## config.mk

```make
export PLATFORM = sky130hd
export DESIGN_NAME = ppp_front_flat
export DESIGN_NICKNAME = d
export VERILOG_FILES = /design/src/design/ppp_pkg.sv /design/src/design/ppp_if.sv /design/src/design/ppp_front.sv /design/src/flat_wrapper.sv
export SDC_FILE = /design/constraint.sdc
export NUM_CORES = 1
export LEC_CHECK = 0
export BUFFER_PORTS_ARGS = -buffer_cell sky130_fd_sc_hd__buf_4
export CORE_ASPECT_RATIO = 1.4
export CORE_MARGIN = 8
export CORE_UTILIZATION = 44
export CTS_CLUSTER_SIZE = 28
export DETAILED_ROUTE_END_ITERATION = 7
export PLACE_DENSITY = 0.84
export SKIP_CTS_REPAIR_TIMING = 1
export SYNTH_ARGS = -nofsm -noshare
export SYNTH_HDL_FRONTEND = slang
export SYNTH_SLANG_ARGS = --single-unit
export TNS_END_PERCENT = 100
```

## constraint.sdc

```tcl
create_clock -name clk -period 2.9 [get_ports clk]
set_input_delay 0.58 -clock clk [delete_from_list [all_inputs] [get_ports clk]]
set_output_delay 0.58 -clock clk [all_outputs]
set_load 0.005 [all_outputs]
```

## src/design/ppp_pkg.sv

```systemverilog
`timescale 1ns / 1ps
// ----------------------------------------------------------------------------
// ppp_pkg
// Shared types, codes and helpers of the perspective point projection block.
// ----------------------------------------------------------------------------
package ppp_pkg;

	// configuration port
	localparam int CFG_IW = 1;
	localparam int CFG_DW = 14;
	localparam logic [CFG_IW-1:0] CFG_SCREEN_WIDTH  = 1'd0;
	localparam logic [CFG_IW-1:0] CFG_SCREEN_HEIGHT = 1'd1;
	localparam logic [CFG_DW-1:0] SCREEN_WIDTH_RST  = 14'd1920;
	localparam logic [CFG_DW-1:0] SCREEN_HEIGHT_RST = 14'd1080;

	// item kinds
	localparam logic MODE_LOAD    = 1'b0;
	localparam logic MODE_PROJECT = 1'b1;

	// column sum width: three shifted 64-bit products plus a 32-bit term
	localparam int SUM_W = 66;
	// quotient magnitude limit is 2^QB raw units
	localparam int QB = 40;
	localparam int QW = QB + 2;
	// divider latency: entry stage, one stage per quotient bit, sign stage
	localparam int DIV_LAT = QB + 2;

	typedef struct packed {
		logic               is_proj;
		logic [3:0]         idx;
		logic signed [31:0] coef;
		logic signed [31:0] x;
		logic signed [31:0] y;
		logic signed [31:0] z;
	} item_t;

	// clamp a wide signed value to 32 bits
	function automatic logic signed [31:0] sat32(input logic signed [63:0] v);
		logic signed [31:0] r;
		if (v > 64'sd2147483647) begin
			r = 32'sh7fffffff;
		end else if (v < -64'sd2147483648) begin
			r = 32'sh80000000;
		end else begin
			r = v[31:0];
		end
		return r;
	endfunction

endpackage

```

## src/design/ppp_if.sv

```systemverilog
`timescale 1ns / 1ps
// ----------------------------------------------------------------------------
// ppp_if
// Valid/ready channels for input items and result items.
// ----------------------------------------------------------------------------
interface ppp_item_if;
	logic               valid;
	logic               ready;
	logic               mode;
	logic [3:0]         coef_index;
	logic signed [31:0] coef_value;
	logic signed [31:0] point_x;
	logic signed [31:0] point_y;
	logic signed [31:0] point_z;

	modport source (output valid, mode, coef_index, coef_value, point_x, point_y, point_z,
		input ready);
	modport sink (input valid, mode, coef_index, coef_value, point_x, point_y, point_z,
		output ready);
endinterface


```

## src/design/ppp_front.sv

```systemverilog
`timescale 1ns / 1ps
// ----------------------------------------------------------------------------
// ppp_front
// Accepts input items, classifies them as load or project, feeds the queue.
// ----------------------------------------------------------------------------
module ppp_front (
	input  logic           clk,
	input  logic           arst_n,
	ppp_item_if.sink       item,
	output ppp_pkg::item_t push_item,
	output logic           push_valid,
	input  logic           push_ready
);
	import ppp_pkg::*;

	logic  valid_q;
	item_t item_q;

	// take a new item whenever the held one moves on
	assign item.ready = !valid_q || push_ready;

	always_ff @(posedge clk or negedge arst_n) begin
		if (!arst_n) begin
			valid_q <= 1'b0;
		end else if (item.ready) begin
			valid_q <= item.valid;
		end
	end

	// classify and hold the payload
	always_ff @(posedge clk) begin
		if (item.valid && item.ready) begin
			item_q.is_proj <= (item.mode == MODE_PROJECT);
			item_q.idx     <= item.coef_index;
			item_q.coef    <= item.coef_value;
			item_q.x       <= item.point_x;
			item_q.y       <= item.point_y;
			item_q.z       <= item.point_z;
		end
	end

	assign push_item  = item_q;
	assign push_valid = valid_q;
endmodule

```

## src/flat_wrapper.sv

```systemverilog
// flat-port wrapper written by rule: the top's interface ports become plain ports
module ppp_front_flat import ppp_pkg::*;
  (clk, arst_n, push_item, push_valid, push_ready, item_valid, item_mode, item_coef_index, item_coef_value, item_point_x, item_point_y, item_point_z, item_ready);
  ppp_item_if item_i ();
  input  logic clk;
  input  logic arst_n;
  output ppp_pkg::item_t push_item;
  output logic push_valid;
  input  logic push_ready;
  input wire logic [$bits(item_i.valid)-1:0] item_valid;
  input wire logic [$bits(item_i.mode)-1:0] item_mode;
  input wire logic [$bits(item_i.coef_index)-1:0] item_coef_index;
  input wire logic [$bits(item_i.coef_value)-1:0] item_coef_value;
  input wire logic [$bits(item_i.point_x)-1:0] item_point_x;
  input wire logic [$bits(item_i.point_y)-1:0] item_point_y;
  input wire logic [$bits(item_i.point_z)-1:0] item_point_z;
  output wire logic [$bits(item_i.ready)-1:0] item_ready;
  assign item_i.valid = item_valid;
  assign item_i.mode = item_mode;
  assign item_i.coef_index = item_coef_index;
  assign item_i.coef_value = item_coef_value;
  assign item_i.point_x = item_point_x;
  assign item_i.point_y = item_point_y;
  assign item_i.point_z = item_point_z;
  assign item_ready = item_i.ready;
  ppp_front u_core (.clk(clk), .arst_n(arst_n), .item(item_i), .push_item(push_item), .push_valid(push_valid), .push_ready(push_ready));
endmodule
```

==> impl_metrics.yaml <==
status:
  status: "finished clean"
setup_path:
  ff2ff_setup_slack_ps: 1370
  reg2reg_depth: 3
  r2r-start: "u_core.push_valid$_DFFE_PN0P_"
  crit_type: "reg -> out"
  path_max_fanout: 3
  r2r-end: "u_core.push_item[103]$_DFFE_PP_"
  startpoint: "u_core.push_valid$_DFFE_PN0P_"
  worstPathRequired_ps: 2320
  cp-end-kind: "output pin"
  arrival_ps: 1010
  start_kind: "flip-flop"
worst_hold_path:
  min_path_cells: 1
  hp-start: "item_coef_value[17]"
  whs_endpoint: "u_core.push_item[113]$_DFFE_PP_"
  hold_class: "in -> reg"
timing:
  setup_viol: 0
  slew_headroom_pct: 77.1
  worst_slack_ps: 1310
  final-hold-violation-count: 0
  worst_hold_slack_ps: 348
  setup_tns_ps: 0
  fin_skew_ps: 9.10
  drv_slew: 0
  worstMarginPinSlew_ps: 344
  rsz0062_at_grt: "no"
  clock.fmax_mhz: 629
  finalCriticalPeriod_ps: 1590
  fin_crit_sh_pct: 54.8
floorplanning:
  fp.dieW_um: 97.1
  die_area_um2: 12600
  start_util_pct: 45.1
  row_count: 41
  core-area_um2: 8980
  die_h_um: 129
  io_pins: 272
yosys:
  ys_warn_count: 0
  syn_area_per_cell_um2: 29.5
  synth_ff_type: "edfxtp_1"
  synth_edf_count: 133
  syn-cell-area_um2: 4050
  yosysTopAreaCellShare_pct: 98.7
  yosys-top-cells-count: "edfxtp_1 (133), and2_4 (1), dfrtp_1 (1), nand2b_1 (1), nand2b_4 (1)"
  syn-num-nets: 274
  synthArstFlopShare_pct: 0.746
  ys_seq_area_share_pct: 99.3
  ys_seq_elements: 134
  synth.area.top_cells: "edfxtp_1 (99%), dfrtp_1 (0.62%), nand2b_4 (0.34%)"
  synth_cells: 137
  synth_top_area_cell: "edfxtp_1"
  synth_cell_types: 5
  yosysMostFrequentCell: "edfxtp_1"
clock_tree:
  clkTransAtPathRegs_ps: 60
  htreeDepth: 4
  clock_latency_ps: 400
  cts_sinks: 134
  cts_tree: "built"
  clock_tree.buffer_depth: 2
  cts_buffers: 17
  clock-root-buffer: "clkbuf_16"
final_layout:
  syn_to_final_growth_pct: 67.9
  final_cells: 551
  layout-drive-gt1-share_pct: 68.2
  layout.nets: 568
  diodes: 0
placed_design:
  gp_congestion: 0.767
  hpwlAfterDp_um: 9350
  dp.cells: 518
  portBuffers: 271
  dp_slack_ps: 1080
global_routing:
  grt_pass1_wl_um: 16200
  grt_pass1_vias: 2815
  grt_overflow_total: 0
  antenna_found_initial: 0
  grt_start_max_net_pins: 50
  track_usage_pct: 17.9
drt:
  dr.pass1.iters: 4
  routedWlPerCell_um: 21.4
  drtAntennaViolNets: 0
  wl_um: 11800
  drt_iter0_drc: 102
  viasPerCell: 4.68
  drc: 0
  vias: 2580
power_and_ir_drop:
  power.total_mw: 4.55
  peakVddDrop_uv: 527
  p_leak_nw: 2.88
  power_density_nw_per_um2: 669
job:
  maxCapViolCount: 0
## layout by cell type (no fill, tap or decap), drive strengths merged
master,instances
clkinv,9
and2,1
nand2b,2
clkbuf,20
edfxtp,133
buf,274
bufinv,1
dfrtp,1
clkinvlp,2
dlygate4sd3,1
## where the power goes
part,internal [mW],switching [mW]
registers,2.26,0.0304
logic,0.239,0.140
clock network,1.16,0.717
total,3.66,0.887
## how the worst max path moves through the flow
stage,endpoint,depth (start not counted),slack (ps)
2_1_floorplan,u_core.push_item[0]$_DFFE_PP_,2,810
3_3_place_gp,u_core.push_item[64]$_DFFE_PP_,4,1130
3_5_place_dp,u_core.push_item[31]$_DFFE_PP_,4,1080
4_1_cts,item_ready,2,1280
5_1_grt,item_ready,2,1270
6_report,item_ready,2,1310
## state kept, by name (all words and copies together) (netlist names)
signal / cells
u_core.push_valid: 1
u_core.push_item: 133
## cells by family (layout without fill, tap and decap cells)
group                  after synthesis  after routing  share of synthesized area, %
buffers and inverters                0            307                             0
flip-flops                         134            134                          99.3
AND/OR/NAND/NOR                      3              3                         0.711
## critical path: stages (launching register included)
cell and delay, ps:
dfrtp_1 410, nand2b_4 90, buf_4 110
## stage by stage
step                      util (%)  cell area (um^2)
after floorplan                  -              4050
after global placement        69.8              6260
after detailed placement      69.8              6260
after CTS                     75.6              6790
after global routing          75.7              6800
final                         75.7              6800
## final cells by class
type,count,area [um^2]
flip-flops and latches,134,4020
fillers,561,2180
repair buffers,275,2090
clock buffers,20,437
well taps,107,134
clock inverters,12,87.6
multi-input cells,3,28.8
## routing by layer
layer	part of all wire, %	vias to the layer above	routed length, um	global-route usage, %
li1	-	1145	-	-
met1	31	1242	3650	15.5
met2	55	172	6510	31.5
met3	11	21	1330	9.96
met4	2.5	0	293	10.6
met5	0	-	0	0
(Power assumes the default switching activity.)
