--- src/design/ppp_pkg.sv ---
`timescale 1ns / 1ps
// ----------------------------------------------------------------------------
// ppp_pkg
// Shared types, codes and helpers of the perspective point projection block.
// ----------------------------------------------------------------------------
package ppp_pkg;

	// configuration port
	localparam int CFG_IW = 1;
	localparam int CFG_DW = 14;
	localparam logic [CFG_IW-1:0] CFG_SCREEN_WIDTH  = 1'd0;
	localparam logic [CFG_IW-1:0] CFG_SCREEN_HEIGHT = 1'd1;
	localparam logic [CFG_DW-1:0] SCREEN_WIDTH_RST  = 14'd1920;
	localparam logic [CFG_DW-1:0] SCREEN_HEIGHT_RST = 14'd1080;

	// item kinds
	localparam logic MODE_LOAD    = 1'b0;
	localparam logic MODE_PROJECT = 1'b1;

	// column sum width: three shifted 64-bit products plus a 32-bit term
	localparam int SUM_W = 66;
	// quotient magnitude limit is 2^QB raw units
	localparam int QB = 40;
	localparam int QW = QB + 2;
	// divider latency: entry stage, one stage per quotient bit, sign stage
	localparam int DIV_LAT = QB + 2;

	typedef struct packed {
		logic               is_proj;
		logic [3:0]         idx;
		logic signed [31:0] coef;
		logic signed [31:0] x;
		logic signed [31:0] y;
		logic signed [31:0] z;
	} item_t;

	// clamp a wide signed value to 32 bits
	function automatic logic signed [31:0] sat32(input logic signed [63:0] v);
		logic signed [31:0] r;
		if (v > 64'sd2147483647) begin
			r = 32'sh7fffffff;
		end else if (v < -64'sd2147483648) begin
			r = 32'sh80000000;
		end else begin
			r = v[31:0];
		end
		return r;
	endfunction

endpackage

--- src/design/ppp_queue.sv ---
`timescale 1ns / 1ps
// ----------------------------------------------------------------------------
// ppp_queue
// Short FIFO that decouples the front from the back.
// ----------------------------------------------------------------------------
module ppp_queue #(
	parameter int DEPTH = 4
) (
	input  logic           clk,
	input  logic           arst_n,
	input  ppp_pkg::item_t push_item,
	input  logic           push_valid,
	output logic           push_ready,
	output ppp_pkg::item_t pop_item,
	output logic           pop_valid,
	input  logic           pop_ready
);
	import ppp_pkg::*;

	localparam int AW = (DEPTH > 1) ? $clog2(DEPTH) : 1;
	localparam int CW = $clog2(DEPTH + 1);

	item_t          mem_q [0:DEPTH-1];
	logic [AW-1:0]  wr_ptr_q, rd_ptr_q;
	logic [CW-1:0]  count_q;
	logic           push, pop;

	assign push_ready = (count_q != CW'(DEPTH));
	assign pop_valid  = (count_q != '0);
	assign push       = push_valid && push_ready;
	assign pop        = pop_valid && pop_ready;
	assign pop_item   = mem_q[rd_ptr_q];

	// store the item
	always_ff @(posedge clk) begin
		if (push) begin
			mem_q[wr_ptr_q] <= push_item;
		end
	end

	// advance pointers and count
	always_ff @(posedge clk or negedge arst_n) begin
		if (!arst_n) begin
			wr_ptr_q <= '0;
			rd_ptr_q <= '0;
			count_q  <= '0;
		end else begin
			if (push) begin
				wr_ptr_q <= (wr_ptr_q == AW'(DEPTH - 1)) ? '0 : wr_ptr_q + 1'b1;
			end
			if (pop) begin
				rd_ptr_q <= (rd_ptr_q == AW'(DEPTH - 1)) ? '0 : rd_ptr_q + 1'b1;
			end
			if (push && !pop) begin
				count_q <= count_q + 1'b1;
			end else if (pop && !push) begin
				count_q <= count_q - 1'b1;
			end
		end
	end

	a_count_max: assert property (@(posedge clk) disable iff (!arst_n)
		count_q <= CW'(DEPTH)) else $error("queue overfilled");
	a_count_up: assert property (@(posedge clk) disable iff (!arst_n)
		push && !pop |=> count_q == $past(count_q) + 1'b1) else $error("count missed push");
	a_count_dn: assert property (@(posedge clk) disable iff (!arst_n)
		pop && !push |=> count_q == $past(count_q) - 1'b1) else $error("count missed pop");
endmodule

--- config.mk ---
export PLATFORM = sky130hd
export DESIGN_NAME = ppp_queue
export DESIGN_NICKNAME = d
export VERILOG_FILES = /design/src/design/ppp_pkg.sv /design/src/design/ppp_queue.sv
export SDC_FILE = /design/constraint.sdc
export NUM_CORES = 1
export LEC_CHECK = 0
export BUFFER_PORTS_ARGS = -buffer_cell sky130_fd_sc_hd__buf_4
export CAP_MARGIN = 0
export CORE_ASPECT_RATIO = 0.7
export CORE_MARGIN = 4
export CORE_UTILIZATION = 46
export CTS_CLUSTER_DIAMETER = 200
export DETAILED_ROUTE_END_ITERATION = 10
export GPL_ROUTABILITY_DRIVEN = 0
export PLACE_DENSITY = 0.77
export RECOVER_POWER = 100
export SETUP_SLACK_MARGIN = 0.05
export SYNTH_ARGS = -nofsm -noshare
export SYNTH_HDL_FRONTEND = slang
export SYNTH_SLANG_ARGS = --single-unit
export TNS_END_PERCENT = 50
--- constraint.sdc ---
create_clock -name clk -period 3.45 [get_ports clk]
set_input_delay 0.1725 -clock clk [delete_from_list [all_inputs] [get_ports clk]]
set_output_delay 0.1725 -clock clk [all_outputs]
set_load 0.02 [all_outputs]
==> impl_metrics.csv <==
group,metric,value,unit
power_and_ir_drop,leakagePower,7.678,nW
worst_setup_path,path_class,"register to output pin",
outcome,failed_checks,"max-capacitance violations, max-slew violations",
worst_setup_path,r2r_setup_slack,0.64,ns
cts,ctsResizeCount,0,
hold_path,hold_depth,3,
cts,post_cts_buffers,0,
synth,ys_types,20,
cts,cts_root_buf,"clkbuf_16",
cts,clock_sink_count,539,
floorplanning,die_h,180.7,um
power_and_ir_drop,ir_drop,523.3,uV
final_layout,area_growth,23.57,%
worst_setup_path,end_kind,"output pin",
route,drt-pass1-iter-count,5,
hold_path,hp-class,"input pin to register",
final_layout,fillers,3133,
synth,yosysWarnings,0,
final_layout,multi_input_area,3249,um2
worst_setup_path,critical_path.max_fanout,43,
worst_setup_path,worstPathArrival,2.72,ns
sta,skew,0.02017,ns
cts,cts_tree,"done",
global_route,grt_max_degree,66,
cts,clkLatencyLatePin,0.57,ns
global_route,antenna_found_initial,6,
synth,yosysSeqAreaShare,82.38,%
route,drtAntennaViolNets,0,
worst_setup_path,start_kind,"register",
global_route,grt_pass1_wl,60530,um
final_layout,drive_gt1_share,19.31,%
worst_setup_path,r2r_cells,3,
floorplanning,die_area,46040,um2
synth,synth_mux_area_share,15.61,%
synth,synth_area_per_cell,26.82,um2
route,drt_wl_total,39340,um
global_route,grtUsageTotal,17.19,%
synth,ys_async_sr_fraction,1.299,%
sta,finalHoldViolations,0,
final_layout,nets,1320,
sta,max_slew_margin,-4.785,%
route,vias,9307,
cts,cts-buffers-inserted,49,
cts,cts_max_level,2,
synth,synthFlopType,"edfxtp_1",
sta,finalCriticalPeriod,2.891,ns
sta,worst_pin_slew,1.572,ns
worst_setup_path,r2r-start,"count_q[2]",
route,wl_per_cell,22.34,um
sta,final_max_slew_viol_count,52,
sta,rsz0062_at_grt,"false",
global_route,grt_pass1_vias,10239,
run,drv_cap,2,
synth,synth_top_family_by_area,"multiplexers",
place,place_hpwl,23120,um
floorplanning,coreArea,41580,um2
power_and_ir_drop,p_total,0.02063,W
synth,synth_fa_ha_area_share,0.4851,%
hold_path,worstHoldStart,"pop_ready",
cts,cts.path.max_buffers,3,
final_layout,regArea,16160,um2
synth,syn_area,19600,um2
floorplanning,die_w,254.7,um
worst_setup_path,reg2reg_to,"mem_q[3][81]",
outcome,status,"complete, but fails checks",
sta,fin_crit_sh,83.78,%
place,port_buffers,271,
sta,fmax,0.3460,GHz
floorplanning,ios,272,
hold_path,min_to,"rd_ptr_q[1]",
global_route,gr-total-overflow,0,
worst_setup_path,cp.required,3.28,ns
final_layout,layout_commonest_cell,"edfxtp_1",
route,drc,0,
route,routed_via_density,5.285,
route,drt-initial-drc-count,661,
synth,synthCells,731,
floorplanning,std_cell_rows,62,
synth,synth_xor_area_share,0.1340,%
synth,synth-compound-area-share,0,%
power_and_ir_drop,p_per_area,851.4,nW/um2
synth,yosys.area_share.simple,0.3702,%
synth,synth_edf_count,532,
cts,clk_pin_slew,0.06,ns
synth,syn_nets,875,
synth,synth.ff_latch_count,539,
cts,cts_hold_buf,135,
final_layout,layout.cells.most_common_list,"532 x edfxtp_1, 274 x clkbuf_1, 135 x dlygate4sd3_1",
sta,finalSetupViolations,0,
floorplanning,start_util,47.15,%
sta,tns,0,ns
-- where the power goes --
part           total, W  internal, W  switching (W)
registers       0.00912      0.00865       0.000469
clock network   0.00504      0.00277        0.00227
logic           0.00646      0.00249        0.00397
total            0.0206       0.0139        0.00671
-- final cells by class --
class	instances	area share, %
sequential	539	66.69
timing repair buffer	424	10.84
tap	544	2.810
multi-input combinational	159	13.41
inverter	3	0.04649
clock inverter	30	0.9659
clock buffer	57	5.186
antenna	5	0.05165
-- metrics by stage --
step	hold WS (ns)	utilization [%]	area, um2	instances	setup WS [ns]
2_1_floorplan	-0.1231	-	19600	731	0.6648
3_3_place_gp	-0.009007	53.93	22430	1534	1.282
3_5_place_dp	-0.008387	53.93	22430	1534	1.268
4_1_cts	0.01625	60.77	25270	1756	0.7115
5_1_grt	0.04004	58.25	24220	1760	0.3864
6_report	0.04951	58.26	24220	1761	0.5595
-- critical path, cell delays in order, from the launching register on --
cell,delay [ns]
dfrtp_2,1.17
buf_4,0.41
mux4_2,0.38
clkbuf_1,0.20
-- kinds of logic (layout without fill, tap and decap cells) --
| logic type | count (synthesis) | after routing |
|---|---|---|
| flops | 539 | 539 |
| xor+xnor | 3 | 3 |
| mux | 138 | 138 |
| fa+ha+maj | 7 | 7 |
| other cells | 0 | 5 |
| simple gates | 11 | 11 |
| buf+inv | 33 | 514 |
-- routing by layer --
layer  GRT usage [%]  vias up  wire length [um]
met5               0        -                25
met4           4.667        4               905
met3           3.752       67              2414
met2           29.26      283             20230
met1           22.76     4890             15770
li1                -     4063                 -
-- synthesized netlist by cell type (2+ instances only) --
master	n	area, um2
and3_2	4	30.03
nor2_1	3	11.26
xor2_1	2	17.52
edfxtp_1	532	15980
buf_2	16	80.08
mux4_2	133	2995
clkbuf_1	6	22.52
mux2_2	3	33.78
dfrtp_1	7	175.2
inv_1	3	11.26
mux2_4	2	30.03
buf_6	7	78.83
ha_1	6	75.07
-- registers in the layout, summed over array words and instances, names as in the netlist --
register  flops
count_q       3
mem_q       532
rd_ptr_q      2
wr_ptr_q      2
-- how the worst max path moves through the flow --
| stage | from | to | slack [ns] |
|---|---|---|---|
| 3_3_place_gp | count_q[1] | count_q[2] | 1.28 |
| 5_1_grt | rd_ptr_q[1] | pop_item[35] | 0.39 |
| 2_1_floorplan | count_q[2] | mem_q[0][0] | 0.66 |
| 3_5_place_dp | count_q[1] | count_q[2] | 1.27 |
| 4_1_cts | rd_ptr_q[0] | pop_item[71] | 0.71 |
| 6_report | rd_ptr_q[1] | pop_item[35] | 0.56 |
Note: power is estimated with default switching activity, not from simulation.
